`config.mk`:
```
export PLATFORM = sky130hd
export DESIGN_NAME = power_status_event_monitor_top
export DESIGN_NICKNAME = d
export VERILOG_FILES = /design/src/psem_pkg.sv /design/src/power_status_event_monitor_top.sv /design/src/psem_cfg.sv /design/src/psem_eval.sv
export SDC_FILE = /design/constraint.sdc
export NUM_CORES = 1
export LEC_CHECK = 0
export BUFFER_PORTS_ARGS = -buffer_cell sky130_fd_sc_hd__clkbuf_2
export CORE_AREA = 5 5 158 160
export CTS_CLUSTER_SIZE = 24
export DETAILED_ROUTE_END_ITERATION = 12
export DIE_AREA = 0 0 163 165
export GPL_ROUTABILITY_DRIVEN = 1
export PLACE_DENSITY = 0.44
export SLEW_MARGIN = 40
export SYNTH_ARGS = -nofsm -noshare
export SYNTH_HDL_FRONTEND = slang
export SYNTH_SLANG_ARGS = --single-unit
```
`constraint.sdc`:
```
create_clock -name clk_i -period 8.54 [get_ports clk_i]
set_input_delay 0.427 -clock clk_i [delete_from_list [all_inputs] [get_ports clk_i]]
set_output_delay 0.427 -clock clk_i [all_outputs]
set_load 0.05 [all_outputs]
```
`src/psem_pkg.sv`:
```
// ----------------------------------------------------------------------------
// psem_pkg: shared types and constants for the power status event monitor
// Sample and result word layouts, configuration register indexes and
// the effective configuration bundle.
// ----------------------------------------------------------------------------
package psem_pkg;

  localparam int unsigned LevelW    = 7;
  localparam int unsigned CountW    = 8;
  localparam int unsigned FlagsW    = 7;
  localparam int unsigned CfgIdxW   = 2;
  localparam int unsigned CfgDataW  = 8;

  localparam logic [CountW-1:0] DebounceDefault = 8'd2;
  localparam logic [LevelW-1:0] DeltaDefault    = 7'd1;
  localparam logic [LevelW-1:0] LowDefault      = 7'd0;
  localparam logic [LevelW-1:0] RecoverDefault  = 7'd3;
  localparam logic [LevelW-1:0] RecoverMargin   = 7'd3;
  localparam logic [LevelW-1:0] LevelFull       = 7'd100;
  localparam logic [LevelW-1:0] LowMarginLimit  = 7'd97;
  localparam logic [CountW-1:0] CountMax        = 8'd255;

  // Event flag bit positions
  localparam int unsigned EvInitial  = 0;
  localparam int unsigned EvSupply   = 1;
  localparam int unsigned EvCharging = 2;
  localparam int unsigned EvStandby  = 3;
  localparam int unsigned EvBattery  = 4;
  localparam int unsigned EvPercent  = 5;
  localparam int unsigned EvLow      = 6;

  typedef enum logic [CfgIdxW-1:0] {
    CFG_DEBOUNCE = 2'd0,
    CFG_DELTA    = 2'd1,
    CFG_LOW      = 2'd2,
    CFG_RECOVER  = 2'd3
  } cfg_idx_e;

  typedef struct packed {
    logic              supply_in;
    logic              charging_in;
    logic              standby_in;
    logic              battery_in;
    logic              level_valid_in;
    logic [LevelW-1:0] level_in;
  } sample_t;

  typedef struct packed {
    logic [FlagsW-1:0] event_flags;
    logic              entered_charge;
    logic              exited_charge;
    logic              refresh_request;
    logic              supply_out;
    logic              charging_out;
    logic              standby_out;
    logic              battery_out;
    logic              level_valid_out;
    logic [LevelW-1:0] level_out;
  } result_t;

  // Effective settings, defaults already substituted
  typedef struct packed {
    logic [CountW-1:0] debounce;
    logic [LevelW-1:0] delta;
    logic [LevelW-1:0] low;
    logic [LevelW-1:0] recover;
  } eff_cfg_t;

endpackage

```
`src/power_status_event_monitor_top.sv`:
```
// Path: an accepted sample passes the input register, then the result register,
//   before its result word is offered.
// Throughput: one word per cycle when out_ready_i is high; the input register and the result register
//   both advance in the same cycle whenever the result side takes its word.
// Reset: asynchronous, active low; clears monitor state and both stage valids,
//   and loads the configuration registers with their defaults.
// ----------------------------------------------------------------------------
// power_status_event_monitor_top: power status event monitor
// Debounces supply presence, flags charger and battery bit changes, reports
// battery percent on change and raises a low-battery alarm with hysteresis.
// ----------------------------------------------------------------------------
module power_status_event_monitor_top import psem_pkg::*; (
  input  logic                clk_i,
  input  logic                rst_ni,
  // Configuration write port
  input  logic                cfg_we_i,
  input  logic [CfgIdxW-1:0]  cfg_idx_i,
  input  logic [CfgDataW-1:0] cfg_data_i,
  // Sample channel
  input  logic                in_valid_i,
  output logic                in_ready_o,
  input  sample_t             in_data_i,
  // Result channel
  output logic                out_valid_o,
  input  logic                out_ready_i,
  output result_t             out_data_o
);

  eff_cfg_t eff_cfg;
  result_t  result;
  logic     started;

  // Input register: holds the sample under evaluation
  logic    in_valid_q;
  sample_t in_data_q;
  // Result register
  logic    out_valid_q;
  result_t out_data_q;

  logic advance;

  // Move the held sample into the result register when that slot is free
  // or is being emptied this cycle; the state updates on the same edge.
  assign advance    = in_valid_q && (!out_valid_q || out_ready_i);
  assign in_ready_o = !in_valid_q || advance;

  psem_cfg u_cfg (
    .clk_i      (clk_i),
    .rst_ni     (rst_ni),
    .cfg_we_i   (cfg_we_i),
    .cfg_idx_i  (cfg_idx_i),
    .cfg_data_i (cfg_data_i),
    .eff_o      (eff_cfg)
  );

  psem_eval u_eval (
    .clk_i     (clk_i),
    .rst_ni    (rst_ni),
    .advance_i (advance),
    .sample_i  (in_data_q),
    .cfg_i     (eff_cfg),
    .result_o  (result),
    .started_o (started)
  );

  always_ff @(posedge clk_i or negedge rst_ni) begin
    if (!rst_ni) begin
      in_valid_q  <= 1'b0;
      out_valid_q <= 1'b0;
    end else begin
      if (in_ready_o) begin
        in_valid_q <= in_valid_i;
      end
      if (advance) begin
        out_valid_q <= 1'b1;
      end else if (out_ready_i) begin
        out_valid_q <= 1'b0;
      end
    end
  end

  // Payload registers: no reset needed
  always_ff @(posedge clk_i) begin
    if (in_ready_o && in_valid_i) begin
      in_data_q <= in_data_i;
    end
    if (advance) begin
      out_data_q <= result;
    end
  end

  assign out_valid_o = out_valid_q;
  assign out_data_o  = out_data_q;

  // A held sample with an empty result slot always moves on next cycle
  a_advance_fill: assert property (@(posedge clk_i) disable iff (!rst_ni)
    in_valid_q && !out_valid_q |=> out_valid_q)
    else $error("held sample did not reach the result register");

  // Initial flag only appears while the monitor has not started
  a_initial_once: assert property (@(posedge clk_i) disable iff (!rst_ni)
    advance && result.event_flags[EvInitial] |-> !started)
    else $error("initial flag raised after first sample");

  // An exit comes with a supply change and never with an entry
  a_exit_flag: assert property (@(posedge clk_i) disable iff (!rst_ni)
    out_valid_o && out_data_o.exited_charge |->
      out_data_o.event_flags[EvSupply] && !out_data_o.entered_charge)
    else $error("exit without supply change flag");

  // Low alarm only fires on battery power with a battery present
  a_low_gate: assert property (@(posedge clk_i) disable iff (!rst_ni)
    out_valid_o && out_data_o.event_flags[EvLow] |->
      !out_data_o.supply_out && out_data_o.battery_out)
    else $error("low alarm raised on supply or without battery");

endmodule

```
`src/psem_cfg.sv`:
```
// ----------------------------------------------------------------------------
// psem_cfg: configuration registers
// Holds the four settings and derives their effective values.
// ----------------------------------------------------------------------------
module psem_cfg import psem_pkg::*; (
  input  logic                clk_i,
  input  logic                rst_ni,
  input  logic                cfg_we_i,
  input  logic [CfgIdxW-1:0]  cfg_idx_i,
  input  logic [CfgDataW-1:0] cfg_data_i,
  output eff_cfg_t            eff_o
);

  logic [CountW-1:0] debounce_q;
  logic [LevelW-1:0] delta_q;
  logic [LevelW-1:0] low_q;
  logic [LevelW-1:0] recover_q;

  always_ff @(posedge clk_i or negedge rst_ni) begin
    if (!rst_ni) begin
      debounce_q <= DebounceDefault;
      delta_q    <= DeltaDefault;
      low_q      <= LowDefault;
      recover_q  <= RecoverDefault;
    end else if (cfg_we_i) begin
      unique case (cfg_idx_e'(cfg_idx_i))
        CFG_DEBOUNCE: debounce_q <= cfg_data_i;
        CFG_DELTA:    delta_q    <= cfg_data_i[LevelW-1:0];
        CFG_LOW:      low_q      <= cfg_data_i[LevelW-1:0];
        CFG_RECOVER:  recover_q  <= cfg_data_i[LevelW-1:0];
        default: ;
      endcase
    end
  end

  always_comb begin
    eff_o.debounce = (debounce_q == '0) ? DebounceDefault : debounce_q;
    eff_o.delta    = (delta_q == '0) ? DeltaDefault : delta_q;
    eff_o.low      = low_q;
    // Fall back to low plus a margin, capped at full charge
    if (recover_q > low_q) begin
      eff_o.recover = recover_q;
    end else if (low_q > LowMarginLimit) begin
      eff_o.recover = LevelFull;
    end else begin
      eff_o.recover = low_q + RecoverMargin;
    end
  end

endmodule

```
`src/psem_eval.sv`:
```
// ----------------------------------------------------------------------------
// psem_eval: per-sample evaluation and monitor state
// Computes the result word for one sample and advances the state.
// ----------------------------------------------------------------------------
module psem_eval import psem_pkg::*; (
  input  logic     clk_i,
  input  logic     rst_ni,
  input  logic     advance_i,
  input  sample_t  sample_i,
  input  eff_cfg_t cfg_i,
  output result_t  result_o,
  output logic     started_o
);

  logic              started_q, started_d;
  logic              stable_q, stable_d;
  logic              cand_q, cand_d;
  logic [CountW-1:0] count_q, count_d;
  logic              last_chg_q, last_stb_q, last_bat_q;
  logic [LevelW-1:0] rep_level_q, rep_level_d;
  logic              rep_valid_q, rep_valid_d;
  logic              low_q, low_d;

  logic [CountW-1:0] count_inc;
  logic [LevelW-1:0] diff;
  logic [FlagsW-1:0] flags;
  logic              entered, exited;

  always_comb begin
    started_d   = 1'b1;
    stable_d    = stable_q;
    cand_d      = cand_q;
    count_d     = count_q;
    rep_level_d = rep_level_q;
    rep_valid_d = rep_valid_q;
    low_d       = low_q;
    flags       = '0;
    entered     = 1'b0;
    exited      = 1'b0;
    count_inc   = '0;
    diff        = (sample_i.level_in >= rep_level_q) ? sample_i.level_in - rep_level_q
                                                     : rep_level_q - sample_i.level_in;

    if (!started_q) begin
      // Latch everything on the first word
      stable_d          = sample_i.supply_in;
      cand_d            = sample_i.supply_in;
      count_d           = '0;
      flags[EvInitial]  = 1'b1;
      if (sample_i.level_valid_in) begin
        flags[EvPercent] = 1'b1;
        rep_level_d      = sample_i.level_in;
        rep_valid_d      = 1'b1;
      end
      entered = sample_i.supply_in;
    end else begin
      if (sample_i.supply_in == stable_q) begin
        cand_d  = sample_i.supply_in;
        count_d = '0;
      end else begin
        if (sample_i.supply_in != cand_q) begin
          count_inc = 8'd1;
        end else if (count_q < CountMax) begin
          count_inc = count_q + 8'd1;
        end else begin
          count_inc = count_q;
        end
        cand_d  = sample_i.supply_in;
        count_d = count_inc;
        if (count_inc >= cfg_i.debounce) begin
          stable_d        = sample_i.supply_in;
          count_d         = '0;
          flags[EvSupply] = 1'b1;
          entered         = sample_i.supply_in;
          exited          = !sample_i.supply_in;
        end
      end
      flags[EvCharging] = sample_i.charging_in != last_chg_q;
      flags[EvStandby]  = sample_i.standby_in != last_stb_q;
      flags[EvBattery]  = sample_i.battery_in != last_bat_q;
      if (sample_i.level_valid_in &&
          (!rep_valid_q || diff >= cfg_i.delta ||
           (sample_i.level_in == '0 && rep_level_q != '0))) begin
        flags[EvPercent] = 1'b1;
        rep_level_d      = sample_i.level_in;
        rep_valid_d      = 1'b1;
      end
    end

    // Low-battery alarm with hysteresis, only on battery power
    if (stable_d || !sample_i.battery_in) begin
      low_d = 1'b0;
    end else if (sample_i.level_valid_in) begin
      if (low_q) begin
        low_d = sample_i.level_in < cfg_i.recover;
      end else begin
        low_d        = sample_i.level_in <= cfg_i.low;
        flags[EvLow] = low_d;
      end
    end
  end

  always_ff @(posedge clk_i or negedge rst_ni) begin
    if (!rst_ni) begin
      started_q   <= 1'b0;
      stable_q    <= 1'b0;
      cand_q      <= 1'b0;
      count_q     <= '0;
      last_chg_q  <= 1'b0;
      last_stb_q  <= 1'b0;
      last_bat_q  <= 1'b0;
      rep_level_q <= '0;
      rep_valid_q <= 1'b0;
      low_q       <= 1'b0;
    end else if (advance_i) begin
      started_q   <= started_d;
      stable_q    <= stable_d;
      cand_q      <= cand_d;
      count_q     <= count_d;
      last_chg_q  <= sample_i.charging_in;
      last_stb_q  <= sample_i.standby_in;
      last_bat_q  <= sample_i.battery_in;
      rep_level_q <= rep_level_d;
      rep_valid_q <= rep_valid_d;
      low_q       <= low_d;
    end
  end

  always_comb begin
    result_o.event_flags     = flags;
    result_o.entered_charge  = entered;
    result_o.exited_charge   = exited;
    result_o.refresh_request = exited;
    result_o.supply_out      = stable_d;
    result_o.charging_out    = sample_i.charging_in;
    result_o.standby_out     = sample_i.standby_in;
    result_o.battery_out     = sample_i.battery_in;
    result_o.level_valid_out = sample_i.level_valid_in;
    result_o.level_out       = sample_i.level_in;
  end

  assign started_o = started_q;

endmodule
```
## Word-level counts from Yosys, hierarchy flattened

Index checks and enable logic that the tools add are counted.

| word-level totals | value |
|---|---|
| memories | 0 |
| output and inout port bits | 24 |
| memory bits (writable) | 0 |
| bits in latches | 0 |
| ROM bits | 0 |
| input port bits | 27 |
| bits in registers | 87 |

| operators by class | value |
|---|---|
| equal/unequal tests | 9 |
| muxes and demuxes | 34 |
| $add $sub $neg | 4 |
| reduce and logical (&&, ||, !) cells | 31 |
| bitwise operators | 3 |
| div/mod/pow operators | 0 |
| shift-type cells | 0 |
| magnitude comparators | 8 |
| $mul | 0 |

Operators by type and width:

| kind | number |
|---|---|
| $mux 8 | 8 |
| $mux 7 | 7 |
| $mux 1 | 19 |
| $ge 7x7->1 | 2 |
| $logic_not 7->1 | 2 |
| $sub 7x7->7 | 2 |
| $reduce_and 2->1 | 5 |
| $add 8x1->8 const B | 1 |
| $ge 8x8->1 | 1 |
| $logic_not 8->1 | 1 |
| $lt 8x8->1 const B | 1 |
| $add 7x2->7 const B | 1 |
| $gt 7x7->1 | 1 |
| $gt 7x7->1 const B | 1 |
| $le 7x7->1 | 1 |
| $lt 7x7->1 | 1 |
| $reduce_bool 7->1 | 1 |
| $reduce_bool 2->1 | 3 |
| $reduce_or 3->1 | 2 |
| $logic_not 1->1 | 5 |
| $logic_or 1x1->1 | 5 |
| $eq 2x2->1 const B | 2 |
| $logic_and 1x1->1 | 4 |
| $ne 1x1->1 | 4 |
| 7 further kinds | 9 |

## Longest topological paths before layout

Gate-level depths: netlist of run 1.

| logic depth | value |
|---|---|
| depth after elaboration | 12 |
| gate-level depth with buffers | 17 |

## Hierarchy

From an unflattened synthesis of run 1, not the netlist that was laid out.

| second synthesis, totals | value |
|---|---|
| cells, all modules | 474 |
| area, all modules | 5380.2 um^2 |

Modules (own cells, without submodules):

| module | area an instance (um^2) | times used | cells each | seq. area each (um^2) |
|---|---|---|---|---|
| psem_eval | 2631.3 | 1 | 298 | 575.6 |
| psem_cfg | 1624.1 | 1 | 134 | 730.7 |
| power_status_event_monitor_top | 1124.8 | 1 | 42 | 1071.0 |

## Worst setup path after synthesis of run 1

Ideal clock, no wire load.

| timing path | value |
|---|---|
| kind | reg2reg |
| start | reg in_data_q[3] (netlist bit) |
| end | reg out_data_q (netlist bit out_data_o[20]), data pin |
| clock period less this slack | 3432 ps |
| cell stages (with the launch flop) | 14 |
| setup time | 146 ps |
| arrival | 3287 ps |
| setup slack | 5108 ps |
| path through | edfxtp_1 > inv_1 > ha_1 > and4_1 > a221oi_4 > mux2_4 > o311ai_1 > a211oi_1 > ha_1 > nand3_1 > o21ai_1 > clkbuf_1 > nand2_1 > a21oi_1 |

RTL lines:

| what | RTL line | RTL |
|---|---|---|
| start, declared | power_status_event_monitor_top.sv:35 | `sample_t in_data_q;` |
| start signal, assigned | power_status_event_monitor_top.sv:85 | `in_data_q <= in_data_i;` |
| end signal, assigned | power_status_event_monitor_top.sv:88 | `out_data_q <= result;` |
| end, declared | power_status_event_monitor_top.sv:38 | `result_t out_data_q;` |

==> metrics.md, run 1 <==
| Metric | Value |
|---|---|
| Max Fclk | `256.9 MHz` |
| Overall routed net length | `13.52 mm` |
| Critical Path Source Type | `register` |
| CTS H-Tree Depth | `3` |
| Nets | `638` |
| Mapped cell area | `0.005261 mm^2` |
| Initial Util | `22.62%` |
| Post-CTS Setup Bufs | `0` |
| Final TNS setup | `0 ps` |
| Routability cong. | `0.7985` |
| ANT nets after route | `0` |
| DR vias | `3955` |
| Sequential fraction of the synthesis area | `44.61%` |
| Max cap viols | `0` |
| Crit. End Element | `register` |
| Post-synth top flop | `dfrtp_1` |
| Skew final | `7.637 ps` |
| Fin. Hold Viols | `0` |
| Worst slew margin | `51.80%` |
| Leak | `2.790 nW` |
| Detail Placement HPWL | `10.45 mm` |
| # IOs | `51` |
| Tmin final | `3893 ps` |
| Top-area cell type share of the netlist area | `23.78%` |
| Residual DRC count | `0` |
| Clock root buffer | `clkbuf_16` |
| Synth cell types | `61` |
| Post_cts resized | `0` |
| CORE AREA | `0.02326 mm^2` |
| Synth warn | `0` |
| Hold_buf cts | `0` |
| Global route total overflow | `0` |
| Pin count of the biggest net entering global routing | `55` |
| Worst-Margin Slew | `721.3 ps` |
| Syn nets | `584` |
| Asr flop ratio synth | `62.07%` |
| Initial antenna violation count | `0` |
| CTS sink cnt | `87` |
| Worst EP required | `8740 ps` |
| Yosys top cell by area | `dfrtp_1` |
| Final worst-path setup slack | `4647 ps` |
| Crit path kind | `reg -> reg` |
| Std cell rows | `56` |
| Die area | `0.02690 mm^2` |
| Most frequent cells in the layout | `ha_1, dfrtp_1, clkbuf_2` |
| Part of the cycle the worst path needs | `45.59%` |
| Number of diodes | `0` |
| Avg Cell Area, Syn | `10.46 um^2` |
| CTS tree | `built` |
| Synth top area cells | `dfrtp_1, edfxtp_1, ha_1, mux2_2, inv_1` |
| Worst path arrival time | `4100 ps` |
| Bufs on Longest Clock Path | `2` |
| Total CTS buffers | `9` |
| Maximum VDD drop | `93.80 uV` |
| Unrepaired setup endpoints after global routing | `no` |
| Post-layout util | `26.71%` |
| Clock slew at reported path FFs | `70 ps` |
| Power Density | `266.9 mW/mm^2` |
| # setup viols final | `0` |
| Number of global-route vias before repair | `4101` |
| Maximum fanout along the worst path | `15` |
| Clock Latency Late Sink | `350 ps` |
| DIE WIDTH | `163 um` |
| Wire per inst | `15.35 um` |
| EDFF count, synth | `33` |
| Worst Hold Class | `in -> async` |
| Mapped Cells | `503` |
| Final slew viol count | `0` |
| DP Worst Slack | `4693 ps` |
| Outcome | `completed` |
| Drt initial violations | `216` |
| #FFs+latches synth | `87` |
| Wire length of the first global-routing pass | `21.91 mm` |
| Vias per Instance | `4.489` |
| Area growth syn-to-layout | `18.07%` |
| Commonest non-fill, non-tap cell in the layout | `ha_1` |
| GRT Total Usage | `10.42%` |
| IO Port Bufs | `50` |
| Layout cell share with drive strength beyond 1 | `20.11%` |
| DRT Pass-1 Iters | `4` |
| Chip Height | `165 um` |
-- per-stage QoR --
| stage | hold slack [ps] | area [um^2] | std cells | total power [mW] |
|---|---|---|---|---|
| after global placement | 455.0 | 5886 | 864 | 1.246 |
| after detailed placement | 469.7 | 5889 | 864 | 1.267 |
| after global routing | 19.43 | 6212 | 881 | 1.782 |
| final | 19.23 | 6212 | 881 | 1.658 |
| after floorplan | 131.4 | 5261 | 503 | 1.083 |
| after CTS | 233.3 | 6186 | 880 | 1.679 |
-- cells in the mapped netlist, drive strengths merged, types with 12 or more instances --
cell type and number:
ha 52, dfrtp 50, inv 48, nand2 41
a21oi 33, edfxtp 33, o21ai 29, mux2 25
nand3 22, nor2 18, a21o 16, nor3 13
nand4 12, xnor2 12
-- routing by layer --
layer  vias up  GRT usage (%)  share of wire, %  wire (um)
met3        19          1.872               2.5        337
met1      1933          12.25                43       5836
li1       1930              -                 -          -
met5         -              0                 0          0
met4         0          3.431               1.8        242
met2        73          19.15                53       7101
-- cells by family after synthesis --
group           Yosys count  synth area share, %
flops                    87                44.61
compound gates          111                14.44
buf+inv                  60                4.399
mux                      30                6.373
fa+ha+maj                54                13.13
simple gates            145                14.39
xor+xnor                 16                2.663
-- registers in the layout, indices dropped and copies added, names as in the netlist --
register and flops:
u_eval.low_q 1, u_cfg.delta_q 7, u_cfg.low_q 7, in_valid_q 1, u_cfg.recover_q 7, u_eval.last_bat_q 1
u_eval.rep_level_q 7, u_eval.last_stb_q 1, u_eval.started_o 1, out_data_o 21, in_data_q 12, out_valid_o 1
u_eval.last_chg_q 1, u_eval.stable_q 1, u_eval.cand_q 1, u_eval.count_q 8, u_eval.rep_valid_q 1, u_cfg.debounce_q 8
-- power by group --
part	leakage (nW)	total [mW]	internal (mW)	switching (mW)
registers	0.953	0.567	0.506	0.0610
clock network	0.148	0.401	0.229	0.172
logic	1.69	0.690	0.280	0.410
total	2.79	1.66	1.02	0.642
-- cell type report --
| type | instances | area, um^2 |
|---|---|---|
| clock buffer | 10 | 229.0 |
| fill | 2501 | 17050 |
| timing repair buffer | 54 | 292.8 |
| tap | 319 | 399.1 |
| inverter | 49 | 183.9 |
| clock inverter | 6 | 67.56 |
| sequential | 87 | 2347 |
| multi-input combinational | 356 | 2693 |
-- worst max-delay path: stages, from the launching register on --
cell and delay [ps]:
edfxtp_1 540, inv_1 120, ha_1 390, and4_1 260, a221oi_4 500, mux2_4 360, o311ai_1 260, a211oi_1 120
ha_1 310, nand3_1 80, o21ai_2 530, nand2_1 120, a21oi_1 140
-- final timing paths --
path	slack, ps	to	startpoint	cells past startpoint
worst min register to register	480	out_data_o[7]	in_data_q[7]	0
worst min-delay path	20	u_eval.rep_level_q[6]	rst_ni	2
worst max-delay path	4650	out_data_o[20]	in_data_q[4]	12
min in group clk_i	250	in_data_q[5]	in_data_i[5]	1
max in group asynchronous	7970	u_cfg.recover_q[1]	rst_ni	3
worst max register to register	4650	out_data_o[20]	in_data_q[4]	12
No activity file was read; power rests on OpenSTA's default activity.
==> inputs of run 2 (changes only) <==
--- a/config.mk
+++ b/config.mk
@@ -11,7 +11,7 @@
 export DETAILED_ROUTE_END_ITERATION = 12
 export DIE_AREA = 0 0 163 165
 export GPL_ROUTABILITY_DRIVEN = 1
-export PLACE_DENSITY = 0.44
+export PLACE_DENSITY = 0.45
 export SLEW_MARGIN = 40
 export SYNTH_ARGS = -nofsm -noshare
 export SYNTH_HDL_FRONTEND = slang
==> constraint.sdc (replaced) <==
create_clock -name clk_i -period 3.1 [get_ports clk_i]
set_input_delay 0.155 -clock clk_i [delete_from_list [all_inputs] [get_ports clk_i]]
set_output_delay 0.155 -clock clk_i [all_outputs]
set_load 0.05 [all_outputs]
==> run 2 against run 1 <==
  * The run now ends with negative setup slack left
  * Hold slack lost 9.7 ps
  * Final area grew 19%
  * Clock power grew to 2.9 times the previous value
  * Sequential cell count is the same
  * Critical path depth grew 2
  * Die area is the same
  * Maximum frequency grew 22%
  * Core utilization grew 5.1 points
  * First-iteration DRC count shrank 1.4%
  * Worst setup slack lost 4700 ps
  * Critical path type unchanged
==> metrics.md, run 2 (synthesis results as in run 1) <==
| Metric | Value |
|---|---|
| DR vias | `4373` |
| Pin count of the biggest net entering global routing | `30` |
| P_int | `3.268 mW` |
| Area growth syn-to-layout | `40.43%` |
| Crit path kind | `reg -> reg` |
| CTS tree | `built` |
| Global route total overflow | `0` |
| GRT Total Usage | `11.36%` |
| Leak | `3.306 nW` |
| Clock power share | `21.8%` |
| Worst EP required | `3200 ps` |
| Crit. End Element | `register` |
| Wire length of the first global-routing pass | `24.27 mm` |
| Max Fclk | `313.1 MHz` |
| Bufs on Longest Clock Path | `2` |
| Tmin final | `3194 ps` |
| Initial antenna violation count | `0` |
| Number of global-route vias before repair | `4709` |
| Std cell rows | `56` |
| Hold slack | `9.536 ps` |
| # setup viols final | `14` |
| Number of diodes | `0` |
| Worst r2r path cells | `14` |
| Max reg flops | `21` |
| CTS H-Tree Depth | `3` |
| Wire per inst | `15.03 um` |
| Final slew viol count | `0` |
| Worst Setup SP | `in_data_q[0]` |
| Vias per Instance | `4.453` |
| DRT Pass-1 Iters | `5` |
| Worst slew margin | `53.71%` |
| CTS sink cnt | `87` |
| Maximum VDD drop | `315.6 uV` |
| Layout cell share with drive strength beyond 1 | `39.67%` |
| Clock Latency Late Sink | `350 ps` |
| Clock root buffer | `clkbuf_16` |
| Chip Height | `165 um` |
| Worst path arrival time | `3300 ps` |
| IO Port Bufs | `50` |
| Failing checks | `negative setup slack` |
| Clock slew at reported path FFs | `70 ps` |
| Min-delay src | `in_valid_i` |
| Sw Pwr | `1.993 mW` |
| Critical Path Source Type | `register` |
| Drt initial violations | `213` |
| Worst R2R Setup Slack | `-90 ps` |
| Routability cong. | `0.8470` |
| DP Worst Slack | `-274.5 ps` |
| End of the critical path | `out_data_o[20]` |
| ANT nets after route | `0` |
| Die area | `0.02690 mm^2` |
| Residual DRC count | `0` |
| Overall routed net length | `14.76 mm` |
| Worst-Margin Slew | `694.3 ps` |
| Skew final | `8.449 ps` |
| Reg2Reg Capture Point | `out_data_o[20]` |
| CORE AREA | `0.02326 mm^2` |
| Combinational power share | `49.1%` |
| Unrepaired setup endpoints after global routing | `yes` |
| Total CTS buffers | `9` |
| Power Density | `712.1 mW/mm^2` |
| Final worst-path setup slack | `-94.23 ps` |
| Flop pwr share | `29.0%` |
| Initial Util | `22.62%` |
| Final TNS setup | `-454.5 ps` |
| Most frequent cells in the layout | `buf_4, dfrtp_1, clkbuf_2` |
| Maximum fanout along the worst path | `15` |
| Sw Share | `37.89%` |
| Part of the cycle the worst path needs | `103.0%` |
| Detail Placement HPWL | `11.26 mm` |
| Reg-to-Reg Start | `in_data_q[0]` |
| Commonest non-fill, non-tap cell in the layout | `buf_4` |
| Outcome | `finished, violations left` |
| Fin. Hold Viols | `0` |
| DIE WIDTH | `163 um` |
| Nets | `739` |
| Worst Hold Class | `in -> reg` |
| Max cap viols | `0` |
| # IOs | `51` |
==> run 2: cell count changes in the layout (fill, tap and decap cells not counted), sizes merged <==
| cell | delta |
|---|---|
| buf | +91 |
| clkbuf | -2 |
| clkinv | -2 |
| clkinvlp | +1 |
| dlygate4sd3 | +11 |
| inv | +2 |
==> run 2: cell type report <==
class | count | area (um^2)
Inverter | 49 | 186.4
Sequential cell | 87 | 2349
Timing Repair Buffer | 155 | 1105
Fill cell | 2443 | 15870
Multi-Input combinational cell | 356 | 3040
Clock inverter | 7 | 83.83
Clock buffer | 9 | 225.2
Tap cell | 319 | 399.1
==> run 2: worst max-delay path: stages (launching register included) <==
cell and delay, ps:
edfxtp_1 410, inv_2 140, ha_4 220, nor2b_1 140, o21ai_2 90, a221oi_4 300, mux2_4 360, o31a_1 260
a211oi_2 170, ha_1 280, a21oi_2 200, o21ai_4 80, buf_12 150, nand2_1 70, a21oi_1 60
==> run 2: how the worst min path moves through the flow <==
stage / cells past startpoint / slack, ps / endpoint
finish: 2 / 10 / in_valid_q
global route: 1 / 9 / in_data_q[0]
CTS: 2 / 2 / in_valid_q
detailed placement: 1 / 240 / u_eval.rep_level_q[3]
global placement: 1 / 240 / u_eval.rep_level_q[2]
floorplan: 0 / -140 / in_valid_q
==> run 2: metrics by stage <==
stage,utilization (%),area [um^2],std cells,power [mW]
after floorplan,-,5410,503,3.128
after global placement,28.46,6621,944,3.797
after detailed placement,28.46,6621,944,3.860
after CTS,30.96,7202,979,5.222
after global routing,31.76,7388,982,5.637
final,31.76,7388,982,5.262
==> run 2: power by group through the flow <==
stage                     combinational (mW)  clock (mW)  sequential, mW
final                                   2.58        1.15            1.53
after detailed placement                2.31           0            1.55
after global routing                    2.87        1.22            1.55
after global placement                  2.25           0            1.54
after floorplan                         1.48           0            1.64
after CTS                               2.51        1.19            1.53
==> run 2: routing by layer <==
layer / track usage [%] / wire length (um) / vias up
met4: 4.880 / 455 / 0
met3: 1.722 / 387 / 34
met2: 20.25 / 7567 / 76
li1: - / - / 2132
met5: 0 / 0 / -
met1: 13.60 / 6348 / 2131
==> run 2: repair_timing <==
| item | in CTS | in global routing |
|---|---|---|
| hold buffers | 11 | 0 |
| gates resized for setup | 26 | 40 |
| cloned | 1 | 0 |
| pin swaps | 13 | 21 |
| endpoints found under the hold margin | 35 | 0 |
| buffers inserted | 7 | 4 |
| endpoints found under the setup margin | 15 | 20 |
==> inputs of run 3 (changes only) <==
--- a/config.mk
+++ b/config.mk
@@ -12,6 +12,7 @@
 export DIE_AREA = 0 0 163 165
 export GPL_ROUTABILITY_DRIVEN = 1
 export PLACE_DENSITY = 0.45
+export SETUP_SLACK_MARGIN = 0.5
 export SLEW_MARGIN = 40
 export SYNTH_ARGS = -nofsm -noshare
 export SYNTH_HDL_FRONTEND = slang
==> run 3 against run 2 <==
  * The run still ends with negative setup slack left
  * Register-to-register slack worse by 200 ps
  * Core utilization about the same
  * Maximum frequency down 5.8%
  * Power up 2.5%
  * Final area up 0.10%
  * Critical path type unchanged
==> metrics.md, run 3 (synthesis results as in run 1) <==
| Metric | Value |
|---|---|
| Nets | `735` |
| # IOs | `51` |
| GRT Total Usage | `10.97%` |
| Crit. End Element | `register` |
| DRT Pass-1 Iters | `5` |
| Final Power | `5.393 mW` |
| Grt met2 use | `19.96%` |
| Commonest non-fill, non-tap cell in the layout | `buf_4` |
| # setup viols final | `8` |
| CTS H-Tree Depth | `3` |
| Max cap viols | `0` |
| DR vias | `4337` |
| Clock root buffer | `clkbuf_16` |
| Pin count of the biggest net entering global routing | `30` |
| WHS Endpoint | `u_cfg.debounce_q[7]` |
| Die area | `0.02690 mm^2` |
| Number of diodes | `0` |
| Failing checks | `negative setup slack` |
| Max Fclk | `295.0 MHz` |
| Total CTS buffers | `9` |
| Chip Height | `165 um` |
| CTS tree | `built` |
| Most frequent cells in the layout | `buf_4, dfrtp_1, clkbuf_2` |
| Initial antenna violation count | `0` |
| Unrepaired setup endpoints after global routing | `yes` |
| DIE WIDTH | `163 um` |
| Worst-Margin Slew | `725.3 ps` |
| Worst r2r path cells | `15` |
| ANT nets after route | `0` |
| Part of the cycle the worst path needs | `109.3%` |
| Initial Util | `22.62%` |
| Maximum VDD drop | `285.6 uV` |
| Global routing's busiest layer | `met2` |
| Std cell rows | `56` |
| Clock Latency Late Sink | `350 ps` |
| Overall routed net length | `14.76 mm` |
| Critical Path Source Type | `register` |
| Leak | `3.286 nW` |
| Worst slew margin | `51.65%` |
| Global route total overflow | `0` |
| DP Worst Slack | `-319.4 ps` |
| Final worst-path setup slack | `-289.4 ps` |
| Detail Placement HPWL | `11.21 mm` |
| Wire length of the first global-routing pass | `23.23 mm` |
| Number of fill cells | `2409` |
| Vias per Instance | `4.435` |
| Worst R2R Setup Slack | `-290 ps` |
| Outcome | `finished, violations left` |
| Clock slew at reported path FFs | `70 ps` |
| Fin. Hold Viols | `0` |
| Bufs on Longest Clock Path | `2` |
| IO Port Bufs | `50` |
| Worst Hold Class | `in -> reg` |
| Final slew viol count | `0` |
| M3 GR Usage | `1.647%` |
| Skew final | `8.727 ps` |
| CTS sink cnt | `87` |
| Tmin final | `3389 ps` |
| Worst path arrival time | `3490 ps` |
| Layout cell share with drive strength beyond 1 | `39.45%` |
| Worst EP required | `3200 ps` |
| Min-Delay Path Depth | `3` |
| Max reg flops | `21` |
| CORE AREA | `0.02326 mm^2` |
| Maximum fanout along the worst path | `8` |
| Reg-to-Reg Start | `in_data_q[1]` |
| Min-delay src | `cfg_data_i[7]` |
| Worst Setup SP | `in_data_q[1]` |
| Reg2Reg Capture Point | `out_data_o[20]` |
| Power Density | `729.1 mW/mm^2` |
| Routability cong. | `0.7999` |
| Hold slack | `37.33 ps` |
| Number of global-route vias before repair | `4524` |
| Post-DP Area | `0.006549 mm^2` |
| Area growth syn-to-layout | `40.57%` |
| Crit path kind | `reg -> reg` |
| Drt initial violations | `212` |
| Grt met1 use | `12.89%` |
| Wire per inst | `15.09 um` |
| Residual DRC count | `0` |
| Final non-filler cell area | `0.007396 mm^2` |
[run 3: area by class of cell]
class	count	area [um^2]	share of cell area, %
Clock buffer	9	225.2	3.045
Clock inverter	7	68.82	0.9305
Inverter	49	188.9	2.555
Multi-Input combinational cell	356	3057	41.33
Sequential cell	87	2349	31.75
Tap cell	319	399.1	5.397
Timing Repair Buffer	151	1109	14.99
[run 3: worst max-delay path by stage]
stage                             to  slack (ps)  depth (start not counted)
2_1_floorplan         out_data_o[20]        -140                         14
3_3_place_gp          out_data_o[20]        -230                         15
3_5_place_dp          out_data_o[20]        -320                         16
4_1_cts               out_data_o[20]        -170                         14
5_1_grt        u_eval.rep_level_q[4]        -380                         17
6_report              out_data_o[20]        -290                         15
[run 3: critical path: stages (launching register included)]
cell and delay [ps]:
edfxtp_1 500, buf_6 170, inv_6 60, ha_4 200
nand2_2 70, o21ai_2 80, a221oi_4 300, mux2_4 360
o31a_1 250, a211oi_2 270, ha_1 320, a21oi_2 180
o21ai_4 110, buf_12 150, nand2_2 60, a21oi_2 60
[run 3: per-layer routing]
layer | part of all wire, % | up-vias | wire length [um]
met2 | 52 | 65 | 7690
met4 | 2.6 | 0 | 378
met1 | 43 | 2110 | 6312
li1 | - | 2134 | -
met3 | 2.5 | 28 | 375
met5 | 0 | - | 0
[run 3: through the flow]
step                      instances  setup TNS, ps  util (%)
after floorplan                 503         -532.9         -
after global placement          929          -1114     28.14
after detailed placement        929          -1919     28.15
after CTS                       968         -962.2     30.91
after global routing            978          -3325     31.79
final                           978          -1888     31.79
[run 3: timing repair]
item,CTS,global route
buffers inserted,9,7
gates cloned,1,3
gates resized for setup,36,30
setup endpoints to repair,23,23
hold buffers,13,0
hold endpoints to repair,40,0
pin swaps,10,14
[run 3: power breakdown]
part           internal (mW)  leakage (nW)  total [mW]  switching, mW
registers               1.39         0.953        1.53          0.133
logic                   1.35          2.19        2.78           1.44
clock network          0.571         0.147        1.08          0.514
